## config.mk

```make
export PLATFORM = sky130hd
export DESIGN_NAME = tdad_ram
export DESIGN_NICKNAME = d
export VERILOG_FILES = /design/src/hdl/tdad_ram.sv
export SDC_FILE = /design/constraint.sdc
export NUM_CORES = 1
export LEC_CHECK = 0
export ABC_AREA = 1
export BUFFER_PORTS_ARGS = -buffer_cell sky130_fd_sc_hd__buf_2
export CAP_MARGIN = 20
export CELL_PAD_IN_SITES_DETAIL_PLACEMENT = 0
export CELL_PAD_IN_SITES_GLOBAL_PLACEMENT = 1
export CORE_ASPECT_RATIO = 0.5
export CORE_MARGIN = 3
export CORE_UTILIZATION = 48
export CTS_BUF_LIST = sky130_fd_sc_hd__clkbuf_8
export DETAILED_ROUTE_END_ITERATION = 16
export PLACE_DENSITY = 0.89
export SLEW_MARGIN = 30
export SYNTH_ARGS = -nofsm -noshare
export SYNTH_HDL_FRONTEND = slang
export SYNTH_SLANG_ARGS = --single-unit
```

## constraint.sdc

```tcl
create_clock -name clock -period 2.9 [get_ports clock]
set_input_delay 0.725 -clock clock [delete_from_list [all_inputs] [get_ports clock]]
set_output_delay 0.725 -clock clock [all_outputs]
set_load 0.02 [all_outputs]
```

## src/hdl/tdad_ram.sv

```systemverilog
// Generic single-port-write, single-port-read RAM with registered read data.
// No dependencies.

module tdad_ram #(
   parameter int WIDTH = 32,
   parameter int DEPTH = 20,
   localparam int AW = $clog2(DEPTH)
) (
   input  logic             clock,
   input  logic             we,
   input  logic [AW-1:0]    waddr,
   input  logic [WIDTH-1:0] wdata,
   input  logic [AW-1:0]    raddr,
   output logic [WIDTH-1:0] rdata
);

   logic [WIDTH-1:0] mem_ff [DEPTH];
   logic [WIDTH-1:0] rd_ff;

   always_ff @(posedge clock) begin
      if (we) begin
         mem_ff[waddr] <= wdata;
      end
      rd_ff <= mem_ff[raddr];
   end

   assign rdata = rd_ff;

endmodule

```

==> flow_summary.yaml <==
run_status:
  status: "complete, no violations"
power:
  p_leak_nw: 10.8
  peakVddDrop_mv: 0.306
  pwr_density_cell_nw_per_um2: 640
die:
  die_x_um: 339
  rows: 60
  die_h_um: 172
  start_util_pct: 49.0
  pin_count: 76
  core_um2: 54300
  dieArea_um2: 58400
synth:
  yosys_most_used_dff: "edfxtp_1"
  synth_seq_area_share_pct: 74.7
  synth.area.top_cells: "edfxtp_1 72%, nand2_1 11%, nand3_1 7.4%, dfxtp_1 2.4%, buf_6 2.1%"
  synth_nets: 2200
  yosysMostFrequentCell: "nand2_1"
  syn_inst: 2156
  synthArstFlopShare_pct: 0
  synth_cell_type_count: 19
  syn_avg_cell_area_um2: 12.3
  synth_common_cells: "768 x nand2_1, 640 x edfxtp_1, 393 x nand3_1, 84 x nor2_1, 56 x o21ai_0"
  synth.largest_area_cell: "edfxtp_1"
  ys_ff_latch: 672
  synth_area_um2: 26600
  yosys_warnings: 0
  synth_top_area_share_pct: 72.3
  synth_edf_count: 640
sta:
  rsz0062_at_grt: "no"
  drv_slew: 0
  finalSetupTns_ns: 0
  setup_violations: 0
  skew_ns: 0.0244
  hold_viol: 0
  finalCritPeriodShare_pct: 69.4
  layout_min_cycle_time_ns: 2.01
  worst_slew_pin_slew_ns: 0.756
  relSlewSlack_pct: 49.5
  fmax_mhz: 497
drt:
  vias: 16700
  wl_per_cell_um: 20.2
  ant_nets: 0
  firstDrtPassIters: 5
  drtIter0Drc: 1993
  drt-total-wl_um: 61900
  drc: 0
  vias_per_cell: 5.44
placed_design:
  place_inst: 2890
  portBuffers: 75
  dpl.hpwl_um: 30200
  gp_congestion: 0.737
worst_setup_path:
  required_ns: 2.17
  critPathSlowestCell: "dfxtp_1"
  slowest_delay_ns: 0.43
  endpoint_kind: "output pin"
  startpoint_type: "flop"
  reg2reg_slack_ns: 1.79
  r2r_cells: 8
  path_buf_inv: 1
  cp_top_family: "flip-flops"
  critPathKind: "reg -> out"
  worstPathMaxFanout: 1
  r2r-end: "rdata[25]$_DFF_P_"
  arrival_ns: 1.29
  r2r-start: "mem_ff[11][25]$_DFFE_PP_"
  cp_cell_sequence: "buf_2"
clock_tree:
  cts_buffers: 92
  cts_resized: 0
  cts_root_buf: "clkbuf_8"
  cts.sinks: 672
  ctsHoldBuffers: 0
  clock_latency_ns: 0.66
  clk_pin_slew_ns: 0.06
  cts_tree: "built"
  htreeDepth: 3
  post_cts_buffers: 0
  cts.path.max_buffers: 3
global_routing:
  grt.overflow.total: 0
  antenna_found_initial: 2
  grt_pass1_vias: 16000
  grt_use_total_pct: 21.1
  grt_start_max_net_pins: 121
  grt_pass1_wl_um: 94200
final_layout:
  areaGrowthSynthToFinish_pct: 11.4
  drive_gt1_share_pct: 11.7
  nets: 2284
  layout.cells.non_filler: 3067
  nFillCells: 4369
min_path:
  min_to: "mem_ff[17][22]$_DFFE_PP_"
  hp-class: "in -> reg"
  hp-start: "wdata[22]"
  hold_path_depth: 1
flow_run:
  cap_violations: 0
## worst max-delay path by stage
| stage | cells past startpoint | slack [ns] | endpoint | startpoint |
|---|---|---|---|---|
| after floorplan | 3 | 0.16 | mem_ff[13][0]$_DFFE_PP_ | waddr[4] |
| after detailed placement | 5 | 0.58 | mem_ff[9][30]$_DFFE_PP_ | waddr[1] |
| after CTS | 1 | 0.86 | rdata[10] | rdata[10]$_DFF_P_ |
| after global placement | 5 | 0.64 | mem_ff[9][30]$_DFFE_PP_ | waddr[1] |
| final | 1 | 0.89 | rdata[4] | rdata[4]$_DFF_P_ |
| after global routing | 1 | 0.87 | rdata[10] | rdata[10]$_DFF_P_ |
## per-layer routing
| layer | vias up | global-route usage (%) | wire length (µm) |
|---|---|---|---|
| met5 | - | 0 | 7 |
| met4 | 2 | 6.71 | 1390 |
| met3 | 115 | 3.68 | 4870 |
| met2 | 682 | 35.5 | 29900 |
| met1 | 8109 | 28.5 | 25700 |
| li1 | 7764 | - | - |
## logic make-up (layout without fill, tap and decap cells)
kind of cell	Yosys count	in the layout	synth area share [%]
AOI/OAI and AO/OA	96	96	1.96
buffers and inverters	143	305	3.94
DFF	672	672	74.7
other	0	5	0
and+or+nand+nor	1245	1245	19.4
## cell type report
type | instances | area (µm²) | area share (%)
sequential | 672 | 19900 | 67.0
multi-input combinational | 1341 | 5840 | 19.7
clock buffer | 109 | 1500 | 5.06
timing repair buffer | 123 | 1140 | 3.85
tap | 744 | 931 | 3.14
clock inverter | 63 | 294 | 0.993
inverter | 10 | 47.5 | 0.161
antenna | 5 | 12.5 | 0.0422
## report_power, final
part           total, mW  switching (mW)  internal, mW
logic               1.21           0.873         0.334
clock network       6.93            3.41          3.52
registers           10.8          0.0446          10.8
## layout by cell type (no fill, tap or decap), drive strengths merged
| master | netlist | final |
|---|---|---|
| clkinvlp | 0 | 1 |
| nor2 | 84 | 84 |
| o21ai | 64 | 64 |
| dfxtp | 32 | 32 |
| inv | 10 | 51 |
| nand2 | 768 | 768 |
| clkinv | 0 | 20 |
| buf | 110 | 123 |
| clkbuf | 23 | 109 |
| bufinv | 0 | 1 |
| o22ai | 32 | 32 |
| diode | 0 | 5 |
| edfxtp | 640 | 640 |
| nand3 | 393 | 393 |
## per-stage QoR
step                      area, µm²  setup slack (ns)  power, mW  utilization, %  hold slack, ns
after global placement        27800             0.645       12.2            51.2           0.594
after global routing          29600             0.870       19.7            54.6           0.448
after detailed placement      27800             0.581       12.2            51.2           0.602
after CTS                     29600             0.861       19.1            54.5           0.420
final                         29600             0.888       19.0            54.6           0.469
after floorplan               26600             0.160       11.8               -           0.577
## state kept, by name (all words and copies together) (netlist names)
register,count
mem_ff,640
rdata,32
No activity file was read; power rests on OpenSTA's default activity.
